==> src/rtl/core/rtcm3fd_pkg.sv <==
// ----------------------------------------------------------------------------
// RTCM3 deframer package
// Shared constants, phase and kind codes, and the result record for the
// RTCM3 frame deframer with CRC-24Q check.
// ----------------------------------------------------------------------------
package rtcm3fd_pkg;

    localparam int unsigned ByteW    = 8;
    localparam int unsigned KindW    = 2;
    localparam int unsigned IdW      = 12;
    localparam int unsigned LenW     = 10;
    localparam int unsigned CrcW     = 24;
    localparam int unsigned TdataW   = 56;
    localparam int unsigned OutDataW = ByteW + IdW + LenW + CrcW;

    localparam logic [ByteW-1:0] Preamble     = 8'hD3;
    localparam logic [ByteW-1:0] ReservedMask = 8'hFC;
    localparam logic [CrcW-1:0]  Crc24Poly    = 24'h864CFB;
    localparam logic [CrcW-1:0]  Crc24Init    = 24'h000000;
    localparam logic [1:0]       CrcByteLast  = 2'd2;

    typedef enum logic [2:0] {
        PH_HUNT    = 3'd0,
        PH_HDR1    = 3'd1,
        PH_HDR2    = 3'd2,
        PH_PAYLOAD = 3'd3,
        PH_CRC     = 3'd4
    } phase_t;

    typedef enum logic [KindW-1:0] {
        KIND_PAYLOAD  = 2'd0,
        KIND_CRC_PASS = 2'd1,
        KIND_CRC_FAIL = 2'd2
    } kind_t;

    typedef struct packed {
        kind_t            kind;
        logic [ByteW-1:0] payload_byte;
        logic [IdW-1:0]   message_id;
        logic [LenW-1:0]  frame_length;
        logic [CrcW-1:0]  computed_crc;
    } result_t;

endpackage

==> src/rtl/core/rtcm3fd_crc_step.sv <==
// ----------------------------------------------------------------------------
// CRC-24Q byte update
// Advances a CRC-24Q remainder (polynomial 0x1864CFB) by one message byte,
// most significant bit first.
// ----------------------------------------------------------------------------
module rtcm3fd_crc_step (
    input  logic [rtcm3fd_pkg::CrcW-1:0]  crc_in,
    input  logic [rtcm3fd_pkg::ByteW-1:0] data_in,
    output logic [rtcm3fd_pkg::CrcW-1:0]  crc_out
);
    import rtcm3fd_pkg::*;

    always_comb begin
        logic [CrcW-1:0] r;
        r = crc_in ^ {data_in, {(CrcW-ByteW){1'b0}}};
        for (int k = 0; k < ByteW; k++) begin
            if (r[CrcW-1]) begin
                r = {r[CrcW-2:0], 1'b0} ^ Crc24Poly;
            end else begin
                r = {r[CrcW-2:0], 1'b0};
            end
        end
        crc_out = r;
    end

endmodule

==> src/rtl/core/rtcm3fd_parser.sv <==
// ----------------------------------------------------------------------------
// RTCM3 frame parser
// Framing state machine: hunts for the preamble, reads the header, passes
// payload bytes through and checks the received CRC at the end of a frame.
// ----------------------------------------------------------------------------
module rtcm3fd_parser (
    input  logic                          aclk,
    input  logic                          aresetn,
    input  logic                          byte_valid,
    input  logic [rtcm3fd_pkg::ByteW-1:0] byte_data,
    output logic                          res_valid,
    output rtcm3fd_pkg::result_t          res_data
);
    import rtcm3fd_pkg::*;

    phase_t           phase_reg, phase_next;
    logic [LenW-1:0]  length_reg, length_next;
    logic [LenW-1:0]  seen_reg, seen_next;
    logic [CrcW-1:0]  crc_reg, crc_next;
    logic [CrcW-1:0]  rx_crc_reg, rx_crc_next;
    logic [IdW-1:0]   id_reg, id_next;
    logic [1:0]       hdr_high_reg, hdr_high_next;

    logic [CrcW-1:0]  crc_base;
    logic [CrcW-1:0]  crc_upd;
    logic [LenW-1:0]  seen_inc;
    logic [LenW-1:0]  hdr_length;
    logic [CrcW-1:0]  rx_crc_shift;

    assign crc_base     = (phase_reg == PH_HUNT) ? Crc24Init : crc_reg;
    assign seen_inc     = seen_reg + 1'b1;
    assign hdr_length   = {hdr_high_reg, byte_data};
    assign rx_crc_shift = {rx_crc_reg[CrcW-ByteW-1:0], byte_data};

    rtcm3fd_crc_step u_crc (
        .crc_in  (crc_base),
        .data_in (byte_data),
        .crc_out (crc_upd)
    );

    always_comb begin
        phase_next = phase_reg;
        if (byte_valid) begin
            case (phase_reg)
                PH_HDR1: begin
                    phase_next = ((byte_data & ReservedMask) != '0) ? PH_HUNT : PH_HDR2;
                end
                PH_HDR2: begin
                    phase_next = (hdr_length != '0) ? PH_PAYLOAD : PH_CRC;
                end
                PH_PAYLOAD: begin
                    phase_next = (seen_inc >= length_reg) ? PH_CRC : PH_PAYLOAD;
                end
                PH_CRC: begin
                    phase_next = (seen_reg[1:0] == CrcByteLast) ? PH_HUNT : PH_CRC;
                end
                default: begin
                    phase_next = (byte_data == Preamble) ? PH_HDR1 : PH_HUNT;
                end
            endcase
        end
    end

    always_comb begin
        length_next   = length_reg;
        seen_next     = seen_reg;
        crc_next      = crc_reg;
        rx_crc_next   = rx_crc_reg;
        id_next       = id_reg;
        hdr_high_next = hdr_high_reg;
        res_valid     = 1'b0;
        res_data      = '0;
        if (byte_valid) begin
            case (phase_reg)
                PH_HDR1: begin
                    if ((byte_data & ReservedMask) == '0) begin
                        hdr_high_next = byte_data[1:0];
                        crc_next      = crc_upd;
                    end
                end
                PH_HDR2: begin
                    length_next = hdr_length;
                    crc_next    = crc_upd;
                    seen_next   = '0;
                    id_next     = '0;
                    rx_crc_next = '0;
                end
                PH_PAYLOAD: begin
                    crc_next = crc_upd;
                    if (seen_reg == '0) begin
                        id_next = {byte_data, 4'h0};
                    end else if (seen_reg == LenW'(1)) begin
                        id_next = id_reg | {{(IdW-4){1'b0}}, byte_data[7:4]};
                    end
                    seen_next = (seen_inc >= length_reg) ? '0 : seen_inc;
                    res_valid             = 1'b1;
                    res_data.kind         = KIND_PAYLOAD;
                    res_data.payload_byte = byte_data;
                end
                PH_CRC: begin
                    rx_crc_next = rx_crc_shift;
                    if (seen_reg[1:0] == CrcByteLast) begin
                        seen_next             = '0;
                        res_valid             = 1'b1;
                        res_data.kind         = (rx_crc_shift == crc_reg) ? KIND_CRC_PASS
                                                                          : KIND_CRC_FAIL;
                        res_data.message_id   = (length_reg >= LenW'(2)) ? id_reg : '0;
                        res_data.frame_length = length_reg;
                        res_data.computed_crc = crc_reg;
                    end else begin
                        seen_next = seen_inc;
                    end
                end
                default: begin
                    if (byte_data == Preamble) begin
                        crc_next = crc_upd;
                    end
                end
            endcase
        end
    end

    always_ff @(posedge aclk) begin
        if (!aresetn) begin
            phase_reg    <= PH_HUNT;
            length_reg   <= '0;
            seen_reg     <= '0;
            crc_reg      <= Crc24Init;
            rx_crc_reg   <= '0;
            id_reg       <= '0;
            hdr_high_reg <= '0;
        end else begin
            phase_reg    <= phase_next;
            length_reg   <= length_next;
            seen_reg     <= seen_next;
            crc_reg      <= crc_next;
            rx_crc_reg   <= rx_crc_next;
            id_reg       <= id_next;
            hdr_high_reg <= hdr_high_next;
        end
    end

endmodule

==> src/rtl/core/rtcm3fd_out_buf.sv <==
// ----------------------------------------------------------------------------
// Result buffer
// Two-entry result queue that registers each result and keeps the input
// side open while one result waits on the output.
// ----------------------------------------------------------------------------
module rtcm3fd_out_buf (
    input  logic                 aclk,
    input  logic                 aresetn,
    input  logic                 push,
    input  rtcm3fd_pkg::result_t push_data,
    output logic                 full,
    output logic                 out_valid,
    input  logic                 out_ready,
    output rtcm3fd_pkg::result_t out_data
);
    import rtcm3fd_pkg::*;

    result_t    entry_reg [2];
    logic       wr_ptr_reg, wr_ptr_next;
    logic       rd_ptr_reg, rd_ptr_next;
    logic [1:0] count_reg, count_next;
    logic       pop;

    assign full      = (count_reg == 2'd2);
    assign out_valid = (count_reg != 2'd0);
    assign out_data  = entry_reg[rd_ptr_reg];
    assign pop       = out_valid && out_ready;

    always_comb begin
        wr_ptr_next = push ? ~wr_ptr_reg : wr_ptr_reg;
        rd_ptr_next = pop ? ~rd_ptr_reg : rd_ptr_reg;
        count_next  = count_reg + {1'b0, push} - {1'b0, pop};
    end

    always_ff @(posedge aclk) begin
        if (push) begin
            entry_reg[wr_ptr_reg] <= push_data;
        end
    end

    always_ff @(posedge aclk) begin
        if (!aresetn) begin
            wr_ptr_reg <= 1'b0;
            rd_ptr_reg <= 1'b0;
            count_reg  <= 2'd0;
        end else begin
            wr_ptr_reg <= wr_ptr_next;
            rd_ptr_reg <= rd_ptr_next;
            count_reg  <= count_next;
        end
    end

endmodule

==> src/rtl/core/rtcm3_frame_deframer_crc24q_core.sv <==
// ----------------------------------------------------------------------------
// RTCM3 frame deframer with CRC-24Q check
// Extracts RTCM3 frames from a byte stream, forwards payload bytes and
// reports CRC pass or fail, message ID and length at the end of each frame.
//
// Channel  Dir  Content
// s_*      in   one raw stream byte per transaction
// m_*      out  one payload byte or one end-of-frame report per transaction
//
// One byte is accepted per cycle while s_tready is high; the parser updates its
// state and CRC in the cycle of acceptance and pushes each result into the queue.
// A two-entry result queue keeps s_tready high while one result is stalled,
// so s_tready drops only when two results are waiting.
// Reset is synchronous; afterwards the block hunts for a preamble and the
// result queue is empty.
// ----------------------------------------------------------------------------
module rtcm3_frame_deframer_crc24q_core (
    input  logic                            aclk,
    input  logic                            aresetn,
    input  logic                            s_tvalid,
    output logic                            s_tready,
    input  logic [rtcm3fd_pkg::ByteW-1:0]   s_tdata,   // [7:0] data_byte
    output logic                            m_tvalid,
    input  logic                            m_tready,
    output logic [rtcm3fd_pkg::TdataW-1:0]  m_tdata,   // [7:0] payload_byte,
                                                       // [19:8] message_id,
                                                       // [29:20] frame_length,
                                                       // [53:30] computed_crc
    output logic [rtcm3fd_pkg::KindW-1:0]   m_tuser    // [1:0] kind
);
    import rtcm3fd_pkg::*;

    logic    buf_full;
    logic    accept;
    logic    res_valid;
    result_t res_data;
    result_t out_data;

    assign s_tready = !buf_full;
    assign accept   = s_tvalid && s_tready;

    rtcm3fd_parser u_parser (
        .aclk       (aclk),
        .aresetn    (aresetn),
        .byte_valid (accept),
        .byte_data  (s_tdata),
        .res_valid  (res_valid),
        .res_data   (res_data)
    );

    rtcm3fd_out_buf u_out_buf (
        .aclk      (aclk),
        .aresetn   (aresetn),
        .push      (res_valid),
        .push_data (res_data),
        .full      (buf_full),
        .out_valid (m_tvalid),
        .out_ready (m_tready),
        .out_data  (out_data)
    );

    assign m_tuser = out_data.kind;
    assign m_tdata = {{(TdataW-OutDataW){1'b0}},
                      out_data.computed_crc,
                      out_data.frame_length,
                      out_data.message_id,
                      out_data.payload_byte};

endmodule

==> config.mk <==
export PLATFORM = sky130hd
export DESIGN_NAME = rtcm3_frame_deframer_crc24q_core
export DESIGN_NICKNAME = d
export VERILOG_FILES = /design/src/rtl/core/rtcm3fd_pkg.sv /design/src/rtl/core/rtcm3fd_crc_step.sv /design/src/rtl/core/rtcm3fd_parser.sv /design/src/rtl/core/rtcm3fd_out_buf.sv /design/src/rtl/core/rtcm3_frame_deframer_crc24q_core.sv
export SDC_FILE = /design/constraint.sdc
export NUM_CORES = 1
export LEC_CHECK = 0
export ABC_CLOCK_PERIOD_IN_PS = 10800
export BUFFER_PORTS_ARGS = -buffer_cell sky130_fd_sc_hd__buf_4
export CORE_MARGIN = 2
export CORE_UTILIZATION = 55
export DETAILED_ROUTE_END_ITERATION = 6
export PLACE_DENSITY = 0.74
export SYNTH_ARGS = -nofsm -noshare
export SYNTH_HDL_FRONTEND = slang
export SYNTH_SLANG_ARGS = --single-unit
==> constraint.sdc <==
create_clock -name aclk -period 10.8 [get_ports aclk]
set_clock_uncertainty 0.2 [all_clocks]
set_input_delay 2.16 -clock aclk [delete_from_list [all_inputs] [get_ports aclk]]
set_output_delay 2.16 -clock aclk [all_outputs]
set_load 0.02 [all_outputs]
-- Word level (Yosys, flattened, before mapping)
Memories as Yosys holds them, arrays and structs flattened. A register that Yosys moved wholly into a read port is not among the register bits.
Cells that the tools add are included.
- flip-flop bits (word level): 81
- bits in writable memories: 112
- bits of input ports: 12
- output and inout bits: 60
- logic and storage cells: 100
- memories: 1
- add/sub/neg operators: 3
- magnitude comparators: 2
- equal/unequal tests: 11
- mux-type cells: 40
- bitwise gates (word level): 13
- reduce and logical (&&, ||, !) cells: 20
- memory list (name ; words ; bits a word ; rd ports ; clocked after Yosys merged registers in ; write ports ; RTL line ; source):
    u_out_buf.entry_reg ; 2 ; 56 ; 1 ; 1 ; 1 ; rtcm3fd_out_buf.sv:18 ; result_t entry_reg [2];
- operators with widths (operator ; number):
    24-bit two-way mux ; 11
    13-bit inverter ; 8
    46-bit two-way mux ; 2
    24-bit one-hot mux with 3 select lines ; 1
    56-bit two-way mux ; 1
    12-bit two-way mux ; 3
    16-bit one-hot mux with 2 select lines ; 1
    10-bit one-hot mux with 3 select lines ; 1
    24-bit equality test ; 1
    12-bit one-hot mux with 2 select lines ; 1
    24-bit XOR ; 1
    10-bit two-way mux ; 2
    12-bit by 4-bit bitwise OR with 12-bit output ; 1
    3-bit one-hot mux with 4 select lines ; 1
    10-bit by 1-bit adder with 10-bit output (second input constant) ; 1
    10-bit by 1-bit equality test with 1-bit output (second input constant) ; 1
    10-bit greater-or-equal comparator ; 1
    10-bit by 2-bit greater-or-equal comparator with 1-bit output (second input constant) ; 1
    10-bit logical NOT ; 1
    10-bit nonzero test ; 1
    3-bit two-way mux ; 3
    8-bit equality test (second input constant) ; 1
    8-bit logical NOT ; 1
    2-bit two-way mux ; 4
    other kinds (22) ; 39

-- Depth between registers and ports, before layout
Gate-level depths: netlist of the first run.
- word-level depth: 21
- mapped depth: 14
- mapped depth without buffers: 13

-- Hierarchy
From an unflattened synthesis of the first run, not the netlist that was laid out.
- cells, all modules: 823
- area total of the unflattened synthesis: 9409.0 um^2
- by module, submodules not included (module ; instances ; cells an instance ; area each (um^2) ; seq. area each (um^2)):
    rtcm3fd_out_buf ; 1 ; 197 ; 4449.3 ; 3463.3
    rtcm3fd_parser ; 1 ; 560 ; 4272.8 ; 1541.5
    rtcm3fd_crc_step ; 1 ; 61 ; 658.1 ; 0.0
    rtcm3_frame_deframer_crc24q_core ; 1 ; 5 ; 28.8 ; 0.0

-- Worst setup path before layout of the first run
OpenSTA, ideal clock, no wires.
- path type: input to register
- start: input s_tvalid
- end: memory u_out_buf.entry_reg[1][0] (netlist bit), enable pin
- setup time: 0.478 ns
- data arrival time: 5.235 ns
- data required time: 10.122 ns
- path slack: 4.887 ns
- stages on the path: 5
- buffers on the path: 1
- cells stage by stage: nand2_1 clkbuf_1 nor2_1 nor2_1 nor2b_1
- word-level cells in the longest chain between the ends: 4
- RTL lines (element ; RTL line ; source):
    start: declaration ; rtcm3_frame_deframer_crc24q_core.sv:20 ; input logic s_tvalid,
    1-bit logical AND ; rtcm3_frame_deframer_crc24q_core.sv:40 ; assign accept = s_tvalid && s_tready;
    1-bit two-way mux ; rtcm3fd_parser.sv:73 ; if (byte_valid) begin
    1-bit two-way mux ; rtcm3fd_out_buf.sv:36 ; if (push) begin
    1-bit two-way mux (implied by the code) ; rtcm3fd_out_buf.sv:37 ; entry_reg[wr_ptr_reg] <= push_data;
    end: declaration ; rtcm3fd_out_buf.sv:18 ;
Every way passes these cells.

==> results of run 1 <==
logic make-up after synthesis:
group,count (synthesis)
AND/OR/NAND/NOR,239
flip-flops,194
XOR/XNOR,120
AO/OA/AOI/OAI,104
multiplexers,72
buffers and inverters,72
adder cells (fa/ha/maj),17
other,1
worst max-delay path by stage:
stage | slack (ns) | endpoint
after floorplan | 4.89 | u_out_buf.entry_reg[1][0]$_DFFE_PP_
after global placement | 5.66 | u_out_buf.entry_reg[0][45]$_DFFE_PP_
after detailed placement | 5.46 | u_out_buf.entry_reg[0][34]$_DFFE_PP_
after CTS | 5.86 | u_out_buf.entry_reg[0][45]$_DFFE_PP_
after global routing | 5.55 | u_out_buf.entry_reg[1][40]$_DFFE_PP_
final | 5.82 | u_out_buf.entry_reg[1][34]$_DFFE_PP_
worst max-delay path: stages:
cell and delay, ns:
sky130_fd_sc_hd__buf_4 0.08, sky130_fd_sc_hd__nand2_1 0.22, sky130_fd_sc_hd__nor2_1 0.89, sky130_fd_sc_hd__buf_4 0.34, sky130_fd_sc_hd__nand2_1 0.29, sky130_fd_sc_hd__a41oi_1 0.83, sky130_fd_sc_hd__and2_1 0.26
power groups by stage:
stage | Combinational (µW) | Clock (µW) | Sequential (µW)
after global routing | 82.7 | 624 | 773
after CTS | 77.3 | 593 | 773
final | 77.3 | 590 | 773
after global placement | 76.4 | 0 | 790
after floorplan | 61.7 | 0 | 789
after detailed placement | 76.7 | 0 | 790
layout make-up:
class	count	area, µm²
Fill cell	1301	6110
Sequential cell	194	5010
Multi-Input combinational cell	554	4140
Timing Repair Buffer	75	563
Clock buffer	17	425
Tap cell	220	275
Clock inverter	15	131
Inverter	14	52.6
metal layers:
layer / up-vias / global-route usage, % / routed length [µm] / part of all wire (%)
met1: 3015 / 31.6 / 8900 / 44
met4: 0 / 8.10 / 360 / 1.8
met5: - / 0 / 0 / 0
met3: 30 / 3.53 / 1360 / 6.7
li1: 2938 / - / - / -
met2: 212 / 36.7 / 9470 / 47
cells in the mapped netlist (19+ instances only):
cell type and number:
sky130_fd_sc_hd__a21boi_0 19, sky130_fd_sc_hd__a22o_1 22, sky130_fd_sc_hd__and2_1 24, sky130_fd_sc_hd__and3_1 34
sky130_fd_sc_hd__clkbuf_1 43, sky130_fd_sc_hd__dfxtp_1 82, sky130_fd_sc_hd__edfxtp_1 112, sky130_fd_sc_hd__mux2_2 56
sky130_fd_sc_hd__nand2_1 69, sky130_fd_sc_hd__nor2_1 41, sky130_fd_sc_hd__nor2b_1 20, sky130_fd_sc_hd__xnor2_1 86
sky130_fd_sc_hd__xor2_1 28
metrics by stage:
step | instance area (µm²) | power, µW | util, % | hold slack, ns
after CTS | 10600 | 1440 | 63.4 | 0.265
after global routing | 10600 | 1480 | 63.4 | 0.307
after global placement | 10000 | 866 | 60.1 | 0.246
after detailed placement | 10000 | 866 | 60.1 | 0.247
final | 10600 | 1440 | 63.4 | 0.259
after floorplan | 9440 | 851 | - | 0.229
==> flow_summary.json, run 1 <==
{
  "via_count": 6195,
  "clk_path_buf_depth": 2,
  "timing.hold.worst_path_depth": 2,
  "syn-mean-instance-area_um2": 11.5,
  "distinct_cell_type_count_of_the_synthesized_netlist": 54,
  "power.ir.vdd_worst_v": 0.000119,
  "worstSkewPairLatency_ns": 0.44,
  "outcome": "finished, final reports clean",
  "synth.area.mux_share_pct": 8.38,
  "share_of_synthesized_area_occupied_by_flip_flops_and_latches_pct": 53.1,
  "post_cts_resized": 0,
  "power_report.internal_total_uw": 1110,
  "post_route_cells_drive_above_1_share_pct": 20.6,
  "period_minus_ws_final_ns": 4.98,
  "maximum_number_of_pins_on_one_net_before_global_route_repair": 69,
  "number_of_antenna_violations_at_the_first_check_in_global_routing": 0,
  "grt_setup_unrepaired": "false",
  "setup.worst_path.class": "in2reg",
  "largest_fanout_on_the_critical_path": 17,
  "worstSetupEndpointType": "register",
  "hold_violations": 0,
  "power.static_leakage_uw": 0.00403,
  "overflow_left_after_global_routing": 0,
  "detail_route.iter0.violations": 587,
  "floorplan.initialDensity_pct": 56.5,
  "dp_hpwl_um": 13500,
  "fp.coreArea_um2": 16700,
  "synth_ff_type": "sky130_fd_sc_hd__edfxtp_1",
  "flow.area_growth_from_synthesis_pct": 12.3,
  "hold_path.class": "reg2reg",
  "rows": 47,
  "drc": 0,
  "p_seq_share_pct": 53.7,
  "share_clk_of_total_power_pct": 41.0,
  "clock-root-buffer": "sky130_fd_sc_hd__clkbuf_16",
  "synth_simple_gate_area_share_pct": 12.9,
  "ant_nets": 0,
  "cts_max_level": 4,
  "share_comb_of_total_power_pct": 5.4,
  "worstReg2RegStart": "u_parser.phase_reg[0]$_SDFFE_PN0P_",
  "rr_worst_depth": 7,
  "setup_slack_ns": 5.82,
  "maxSlewViolCount": 0,
  "synth-compound-area-share_pct": 8.26,
  "r2r_setup_slack_ns": 6.93,
  "timing.final.setup_violations": 0,
  "cts.sink_count": 194,
  "fin_crit_sh_pct": 46.1,
  "largest_register_ffs": 112,
  "rr_endpoint": "u_out_buf.entry_reg[1][34]$_DFFE_PP_",
  "die_width_um": 135,
  "powerDensity_nw_per_um2": 136,
  "floorplan.io_pins": 72,
  "crit_path_start": "s_tvalid",
  "grt_util_all_layers_pct": 22.8,
  "fmaxAchievable_mhz": 201,
  "mostFrequentLayoutCells": "112 x sky130_fd_sc_hd__edfxtp_1, 86 x sky130_fd_sc_hd__xnor2_1, 81 x sky130_fd_sc_hd__dfxtp_1",
  "synth-edff-count": 112,
  "die_extent_in_y_um": 135,
  "synthesis.instances": 819,
  "drv.max_cap_violation_count": 0,
  "final_net_count": 885,
  "worst_hold_startpoint": "u_parser.id_reg[1]$_SDFFE_PN0P_",
  "power_switching_share_pct": 23.1,
  "yosys_top_cell_by_area": "sky130_fd_sc_hd__edfxtp_1",
  "synth_fa_ha_area_share_pct": 2.26,
  "ys_seq_elements": 194,
  "worst_setup_hold_path_clk_slew_ns": 0.07,
  "grt_pass1_wl_um": 32100,
  "route.detailed.vias_per_inst": 5.69,
  "post_cts_buffers": 0,
  "cts_hold_repair.buffers": 0,
  "setup.worst_path.start_class": "input port",
  "globalplace.congestion": 0.905,
  "route.detailed.wl_per_inst_um": 18.4,
  "first_global_vias": 6220,
  "finalNonFillerCells": 1089,
  "mostFrequentLayoutCell": "sky130_fd_sc_hd__edfxtp_1",
  "maxSlewHeadroom_pct": 28.9,
  "worst_ep_arrival_time_ns": 5.08,
  "antenna_cells": 0,
  "finalSetupTns_ns": 0,
  "synth_top_family_by_area": "simple AND/OR/NAND/NOR gates",
  "synth.top_cell.area_share_pct": 35.7,
  "timing.critical_path.required_ns": 10.89,
  "synth.top_cells.by_area": "sky130_fd_sc_hd__edfxtp_1 36%, sky130_fd_sc_hd__dfxtp_1 17%, sky130_fd_sc_hd__xnor2_1 8.0%",
  "dpl.cell_count": 1057,
  "detailedRoute.firstPassIterationCount": 5,
  "design.die.area_um2": 18200,
  "worst_pin_slew_ns": 1.06,
  "tritoncts": "built",
  "netSwitchingPower_uw": 332,
  "asyncSetResetFlopFracSynth_pct": 0,
  "hold_path_end": "u_parser.id_reg[1]$_SDFFE_PN0P_",
  "routed_wirelength_um": 20100,
  "synth_warnings": 0,
  "post_synth_instance_area_um2": 9430,
  "port_buffers": 69,
  "cts_made_buffers": 17,
  "placement.setup.worst_slack_ns": 5.46,
  "synth_area_in_xor_xnor_pct": 11.8
}
Note: power is estimated with default switching activity, not from simulation.
==> inputs of run 2 (changes only) <==
--- a/config.mk
+++ b/config.mk
@@ -5,7 +5,7 @@
 export SDC_FILE = /design/constraint.sdc
 export NUM_CORES = 1
 export LEC_CHECK = 0
-export ABC_CLOCK_PERIOD_IN_PS = 10800
+export ABC_CLOCK_PERIOD_IN_PS = 5100
 export BUFFER_PORTS_ARGS = -buffer_cell sky130_fd_sc_hd__buf_4
 export CORE_MARGIN = 2
 export CORE_UTILIZATION = 55
==> constraint.sdc (replaced) <==
create_clock -name aclk -period 5.1 [get_ports aclk]
set_clock_uncertainty 0.2 [all_clocks]
set_input_delay 1.02 -clock aclk [delete_from_list [all_inputs] [get_ports aclk]]
set_output_delay 1.02 -clock aclk [all_outputs]
set_load 0.02 [all_outputs]
==> run 2 against run 1 <==
Compared with the run above: critical path depth rose by 6; via count rose by 1.8%; highest routed layer unchanged; die area did not move; non-clock buffer count rose by 2.
==> flow_summary.json, run 2 (same netlist as run 1, synthesis figures left out) <==
{
  "outcome": "finished, final reports clean",
  "post_cts_resized": 0,
  "clock-root-buffer": "sky130_fd_sc_hd__clkbuf_16",
  "grt_pass1_wl_um": 32700,
  "hold_path.class": "reg2reg",
  "detail_route.iter0.violations": 586,
  "highest_layer": "met4",
  "dp_hpwl_um": 14100,
  "mostFrequentLayoutCell": "sky130_fd_sc_hd__edfxtp_1",
  "timing.final.setup_violations": 0,
  "drv.max_cap_violation_count": 0,
  "number_of_antenna_violations_at_the_first_check_in_global_routing": 0,
  "post_route_cells_drive_above_1_share_pct": 20.7,
  "met2_length_um": 9940,
  "antenna_cells": 0,
  "design.die.area_um2": 18200,
  "first_global_vias": 6106,
  "largest_register_ffs": 112,
  "cts_made_buffers": 17,
  "tritoncts": "built",
  "filler_cell_count": 1304,
  "drc": 0,
  "route.detailed.vias_per_inst": 5.78,
  "ant_nets": 0,
  "maxSlewViolCount": 0,
  "timing.critical_path.required_ns": 5.26,
  "period_minus_ws_final_ns": 3.65,
  "powerDensity_nw_per_um2": 291,
  "largest_fanout_on_the_critical_path": 8,
  "final_net_count": 887,
  "detailedRoute.firstPassIterationCount": 5,
  "setup.worst_path.start_class": "register",
  "overflow_left_after_global_routing": 0,
  "floorplan.io_pins": 72,
  "post_cts_buffers": 0,
  "maximum_number_of_pins_on_one_net_before_global_route_repair": 69,
  "route.detailed.wl_per_inst_um": 19.0,
  "mostFrequentLayoutCells": "112 x sky130_fd_sc_hd__edfxtp_1, 86 x sky130_fd_sc_hd__xnor2_1, 81 x sky130_fd_sc_hd__dfxtp_1",
  "worstSetupEndpointType": "register",
  "power.static_leakage_uw": 0.00406,
  "setup.worst_path.class": "reg2reg",
  "hold-worst-slack_ns": 0.272,
  "finalSetupTns_ns": 0,
  "cts_hold_repair.buffers": 0,
  "port_buffers": 69,
  "met3WireLength_um": 1560,
  "clk_path_buf_depth": 2,
  "grt_setup_unrepaired": "false",
  "fp.coreArea_um2": 16700,
  "area.sequential_um2": 5010,
  "rows": 47,
  "maxSlewHeadroom_pct": 36.5,
  "die_width_um": 135,
  "worst_pin_slew_ns": 0.953,
  "routed_wirelength_um": 20700,
  "globalplace.congestion": 0.905,
  "floorplan.initialDensity_pct": 56.5,
  "cts.sink_count": 194,
  "worst_setup_hold_path_clk_slew_ns": 0.07,
  "fin_crit_sh_pct": 71.7,
  "m1WireLength_um": 8970,
  "cts_max_level": 4,
  "hold_violations": 0,
  "multi_input_area_um2": 4140,
  "power.ir.vdd_worst_v": 0.000215,
  "grt_util_all_layers_pct": 23.5,
  "via_count": 6308,
  "die_extent_in_y_um": 135,
  "worstSkewPairLatency_ns": 0.43,
  "flow.area_growth_from_synthesis_pct": 12.6,
  "fmaxAchievable_mhz": 274,
  "worst_ep_arrival_time_ns": 3.81
}
## run 2: cell types whose count changed in the layout (fill, tap and decap cells not counted)
cell and change:
sky130_fd_sc_hd__clkinvlp_4 -3, sky130_fd_sc_hd__buf_4 +2, sky130_fd_sc_hd__bufinv_16 +1, sky130_fd_sc_hd__clkinv_1 +1, sky130_fd_sc_hd__clkinv_8 -1, sky130_fd_sc_hd__inv_6 +1
sky130_fd_sc_hd__inv_8 +1
## run 2: final timing paths
path / start / cells after the start / slack, ns / endpoint
max reg2reg: u_parser.seen_reg[2]$_SDFFE_PN0P_ / 13 / 1.45 / u_parser.phase_reg[0]$_SDFFE_PN0P_
min: u_parser.length_reg[5]$_SDFFE_PN0P_ / 2 / 0.27 / u_parser.length_reg[5]$_SDFFE_PN0P_
max: u_parser.seen_reg[2]$_SDFFE_PN0P_ / 13 / 1.45 / u_parser.phase_reg[0]$_SDFFE_PN0P_
min reg2reg: u_parser.length_reg[5]$_SDFFE_PN0P_ / 2 / 0.27 / u_parser.length_reg[5]$_SDFFE_PN0P_
## run 2: power breakdown
part           switching, µW  leakage [µW]  internal (µW)
clock                    604      0.000277            687
combinational           93.1       0.00205           72.0
sequential             0.895       0.00174           1640
## run 2: area by class of cell
type                    instances  area share [%]
flip-flops and latches        194            47.1
clock inverters                15            1.38
multi-input cells             554            38.9
inverters                      14           0.495
well taps                     220            2.59
repair buffers                 77            5.44
clock buffers                  17            4.01
## run 2: metrics by stage
step	util (%)	total power, µW	instances	cell area (µm²)	setup WS (ns)
after global placement	60.2	1830	1059	10000	1.43
after detailed placement	60.2	1830	1059	10000	1.31
after global routing	63.6	3190	1091	10600	1.19
after floorplan	-	1800	820	9440	0.327
after CTS	63.6	3100	1091	10600	1.48
final	63.6	3090	1091	10600	1.45
## run 2: routing by layer
| layer | vias up | GRT usage, % |
|---|---|---|
| met2 | 239 | 38.0 |
| met4 | 0 | 6.25 |
| met3 | 25 | 4.35 |
| met5 | - | 0 |
| met1 | 3093 | 32.7 |
| li1 | 2951 | - |
## run 2: critical path, cell delays in order (launching register included)
cell	delay (ns)
sky130_fd_sc_hd__dfxtp_1	0.47
sky130_fd_sc_hd__nand3_1	0.15
sky130_fd_sc_hd__nor2_1	0.22
sky130_fd_sc_hd__nand4_1	0.21
sky130_fd_sc_hd__xnor2_1	0.26
sky130_fd_sc_hd__ha_1	0.30
sky130_fd_sc_hd__o21a_1	0.13
sky130_fd_sc_hd__o21a_1	0.20
sky130_fd_sc_hd__a221o_1	0.39
sky130_fd_sc_hd__nor3_1	0.14
sky130_fd_sc_hd__o21ai_0	0.15
sky130_fd_sc_hd__a21o_1	0.23
sky130_fd_sc_hd__a221o_1	0.34
sky130_fd_sc_hd__a21boi_0	0.17
==> inputs of run 3 (changes only) <==
--- a/config.mk
+++ b/config.mk
@@ -5,7 +5,7 @@
 export SDC_FILE = /design/constraint.sdc
 export NUM_CORES = 1
 export LEC_CHECK = 0
-export ABC_CLOCK_PERIOD_IN_PS = 5100
+export ABC_CLOCK_PERIOD_IN_PS = 3400
 export BUFFER_PORTS_ARGS = -buffer_cell sky130_fd_sc_hd__buf_4
 export CORE_MARGIN = 2
 export CORE_UTILIZATION = 55
==> constraint.sdc (replaced) <==
create_clock -name aclk -period 3.4 [get_ports aclk]
set_clock_uncertainty 0.2 [all_clocks]
set_input_delay 0.68 -clock aclk [delete_from_list [all_inputs] [get_ports aclk]]
set_output_delay 0.68 -clock aclk [all_outputs]
set_load 0.02 [all_outputs]
==> run 3 against run 2 <==
Compared with the run above: first-iteration DRC count decreased by 11%; global-route usage decreased by 0.093 points; via count increased by 0.51%; hold slack got worse by 0.0020 ns; register-to-register slack got worse by 1.2 ns; final cell count increased by 1.1%; combinational power increased by 56%; non-clock buffer count increased by 12; die area unchanged; sequential cell count unchanged; routed wire length about the same; critical path type unchanged.
==> flow_summary.json, run 3 (same netlist as run 1, synthesis figures left out) <==
{
  "die_extent_in_y_um": 135,
  "floorplan.initialDensity_pct": 56.5,
  "maximum_number_of_pins_on_one_net_before_global_route_repair": 57,
  "largest_register_ffs": 112,
  "power.static_leakage_uw": 0.00413,
  "fmaxAchievable_mhz": 317,
  "setup.worst_path.class": "reg2reg",
  "worst_pin_slew_ns": 0.630,
  "area.sequential_um2": 5010,
  "hold_path.class": "reg2reg",
  "final_net_count": 899,
  "floorplan.io_pins": 72,
  "worstSetupEndpointType": "register",
  "timing.critical_path.required_ns": 3.56,
  "maxSlewHeadroom_pct": 58.0,
  "mostFrequentLayoutCells": "112 x sky130_fd_sc_hd__edfxtp_1, 86 x sky130_fd_sc_hd__xnor2_1, 85 x sky130_fd_sc_hd__buf_4",
  "die_width_um": 135,
  "multi_input_area_um2": 4140,
  "powerDensity_nw_per_um2": 429,
  "netSwitchingPower_uw": 1080,
  "worst_setup_hold_path_clk_slew_ns": 0.08,
  "first_global_vias": 6257,
  "cts_made_buffers": 17,
  "route.detailed.vias_per_inst": 5.75,
  "routed_wirelength_um": 20800,
  "dp_hpwl_um": 13800,
  "antenna_cells": 0,
  "worst_ep_arrival_time_ns": 3.32,
  "globalplace.congestion": 0.899,
  "grt_pass1_wl_um": 32800,
  "p_seq_share_pct": 53.2,
  "detail_route.iter0.violations": 519,
  "share_comb_of_total_power_pct": 5.6,
  "hold_violations": 0,
  "port_buffers": 69,
  "power.ir.vdd_worst_v": 0.000365,
  "drv.max_cap_violation_count": 0,
  "post_cts_buffers": 0,
  "flow.area_growth_from_synthesis_pct": 14.1,
  "rows": 47,
  "fp.coreArea_um2": 16700,
  "final_core_utilization_pct": 64.5,
  "share_clk_of_total_power_pct": 41.3,
  "cts_max_level": 4,
  "tritoncts": "built",
  "finalSetupTns_ns": 0,
  "drc": 0,
  "grt_util_all_layers_pct": 23.4,
  "power_report.internal_total_uw": 3540,
  "filler_cell_count": 1293,
  "design.die.area_um2": 18200,
  "clk_path_buf_depth": 2,
  "power_switching_share_pct": 23.4,
  "via_count": 6340,
  "period_minus_ws_final_ns": 3.16,
  "cts.sink_count": 194,
  "maxSlewViolCount": 0,
  "route.detailed.wl_per_inst_um": 18.8,
  "outcome": "finished, final reports clean",
  "clock-root-buffer": "sky130_fd_sc_hd__clkbuf_16",
  "mostFrequentLayoutCell": "sky130_fd_sc_hd__edfxtp_1",
  "overflow_left_after_global_routing": 0,
  "detailedRoute.firstPassIterationCount": 5,
  "post_route_cells_drive_above_1_share_pct": 22.4,
  "number_of_antenna_violations_at_the_first_check_in_global_routing": 0,
  "ant_nets": 0,
  "largest_fanout_on_the_critical_path": 5,
  "setup.worst_path.start_class": "register",
  "worstSkewPairLatency_ns": 0.43,
  "fin_crit_sh_pct": 92.9,
  "timing.final.setup_violations": 0
}
## run 3: changes by cell type in the layout (fill, tap and decap cells not counted), moves of 2 or more
| cell | previous run | this run |
|---|---|---|
| sky130_fd_sc_hd__buf_12 | 0 | 4 |
| sky130_fd_sc_hd__buf_4 | 77 | 85 |
| sky130_fd_sc_hd__clkinv_1 | 2 | 0 |
| sky130_fd_sc_hd__clkinv_4 | 2 | 0 |
| sky130_fd_sc_hd__clkinv_8 | 0 | 2 |
| sky130_fd_sc_hd__dfxtp_1 | 81 | 78 |
| sky130_fd_sc_hd__dfxtp_2 | 1 | 3 |
| sky130_fd_sc_hd__inv_6 | 3 | 5 |
## run 3: worst paths after layout
| path | start | endpoint | slack, ns | cells past startpoint |
|---|---|---|---|---|
| setup reg to reg | u_parser.seen_reg[3]$_SDFFE_PN0P_ | u_parser.phase_reg[0]$_SDFFE_PN0P_ | 0.24 | 13 |
| hold reg to reg | u_parser.id_reg[0]$_SDFFE_PN0P_ | u_parser.id_reg[0]$_SDFFE_PN0P_ | 0.27 | 2 |
| setup / recovery | u_parser.seen_reg[3]$_SDFFE_PN0P_ | u_parser.phase_reg[0]$_SDFFE_PN0P_ | 0.24 | 13 |
| hold / removal | u_parser.id_reg[0]$_SDFFE_PN0P_ | u_parser.id_reg[0]$_SDFFE_PN0P_ | 0.27 | 2 |
## run 3: repair_timing
action | CTS | global route
hold buffers | 0 | 0
gates resized for setup | 0 | 8
endpoints found under the setup margin | 0 | 2
## run 3: area by class of cell
class,instances,area share (%)
clock buffer,18,3.99
timing repair buffer,89,6.67
sequential,194,46.6
clock inverter,14,1.28
multi-input combinational,554,38.5
inverter,14,0.488
tap,220,2.56
## run 3: per-stage QoR
| stage | hold slack (ns) | std cells | worst slack [ns] | total power [µW] | cell area [µm²] |
|---|---|---|---|---|---|
| 6_report | 0.270 | 1103 | 0.241 | 4620 | 10800 |
| 5_1_grt | 0.294 | 1103 | -0.00446 | 4750 | 10800 |
| 4_1_cts | 0.276 | 1103 | 0.0717 | 4640 | 10800 |
| 3_5_place_dp | 0.256 | 1071 | 0.0915 | 2760 | 10200 |
| 3_3_place_gp | 0.248 | 1071 | 0.189 | 2760 | 10200 |
| 2_1_floorplan | 0.229 | 820 | 0.0550 | 2700 | 9440 |
## run 3: power groups by stage
stage                     Clock [µW]  Combinational (µW)  Sequential (µW)
final                           1910                 257             2450
after global routing            2030                 272             2450
after CTS                       1930                 255             2450
after detailed placement           0                 250             2510
after global placement             0                 247             2510
after floorplan                    0                 196             2510
## run 3: critical path: stages (launching register included)
cell and delay (ns):
sky130_fd_sc_hd__dfxtp_4 0.37, sky130_fd_sc_hd__nand3_1 0.11, sky130_fd_sc_hd__nor2_2 0.16, sky130_fd_sc_hd__nand4_1 0.17, sky130_fd_sc_hd__xnor2_1 0.18, sky130_fd_sc_hd__ha_1 0.30
sky130_fd_sc_hd__o21a_1 0.12, sky130_fd_sc_hd__o21a_1 0.19, sky130_fd_sc_hd__a221o_1 0.38, sky130_fd_sc_hd__nor3_1 0.12, sky130_fd_sc_hd__o21ai_1 0.10, sky130_fd_sc_hd__a21o_1 0.22
sky130_fd_sc_hd__a221o_1 0.32, sky130_fd_sc_hd__a21boi_1 0.14
## run 3: layer usage
layer,GRT usage (%),up-vias,wire [µm]
met3,4.92,34,1290
met4,7.93,0,382
met5,0,-,0
met1,32.0,3106,9310
met2,37.3,226,9770
li1,-,2974,-
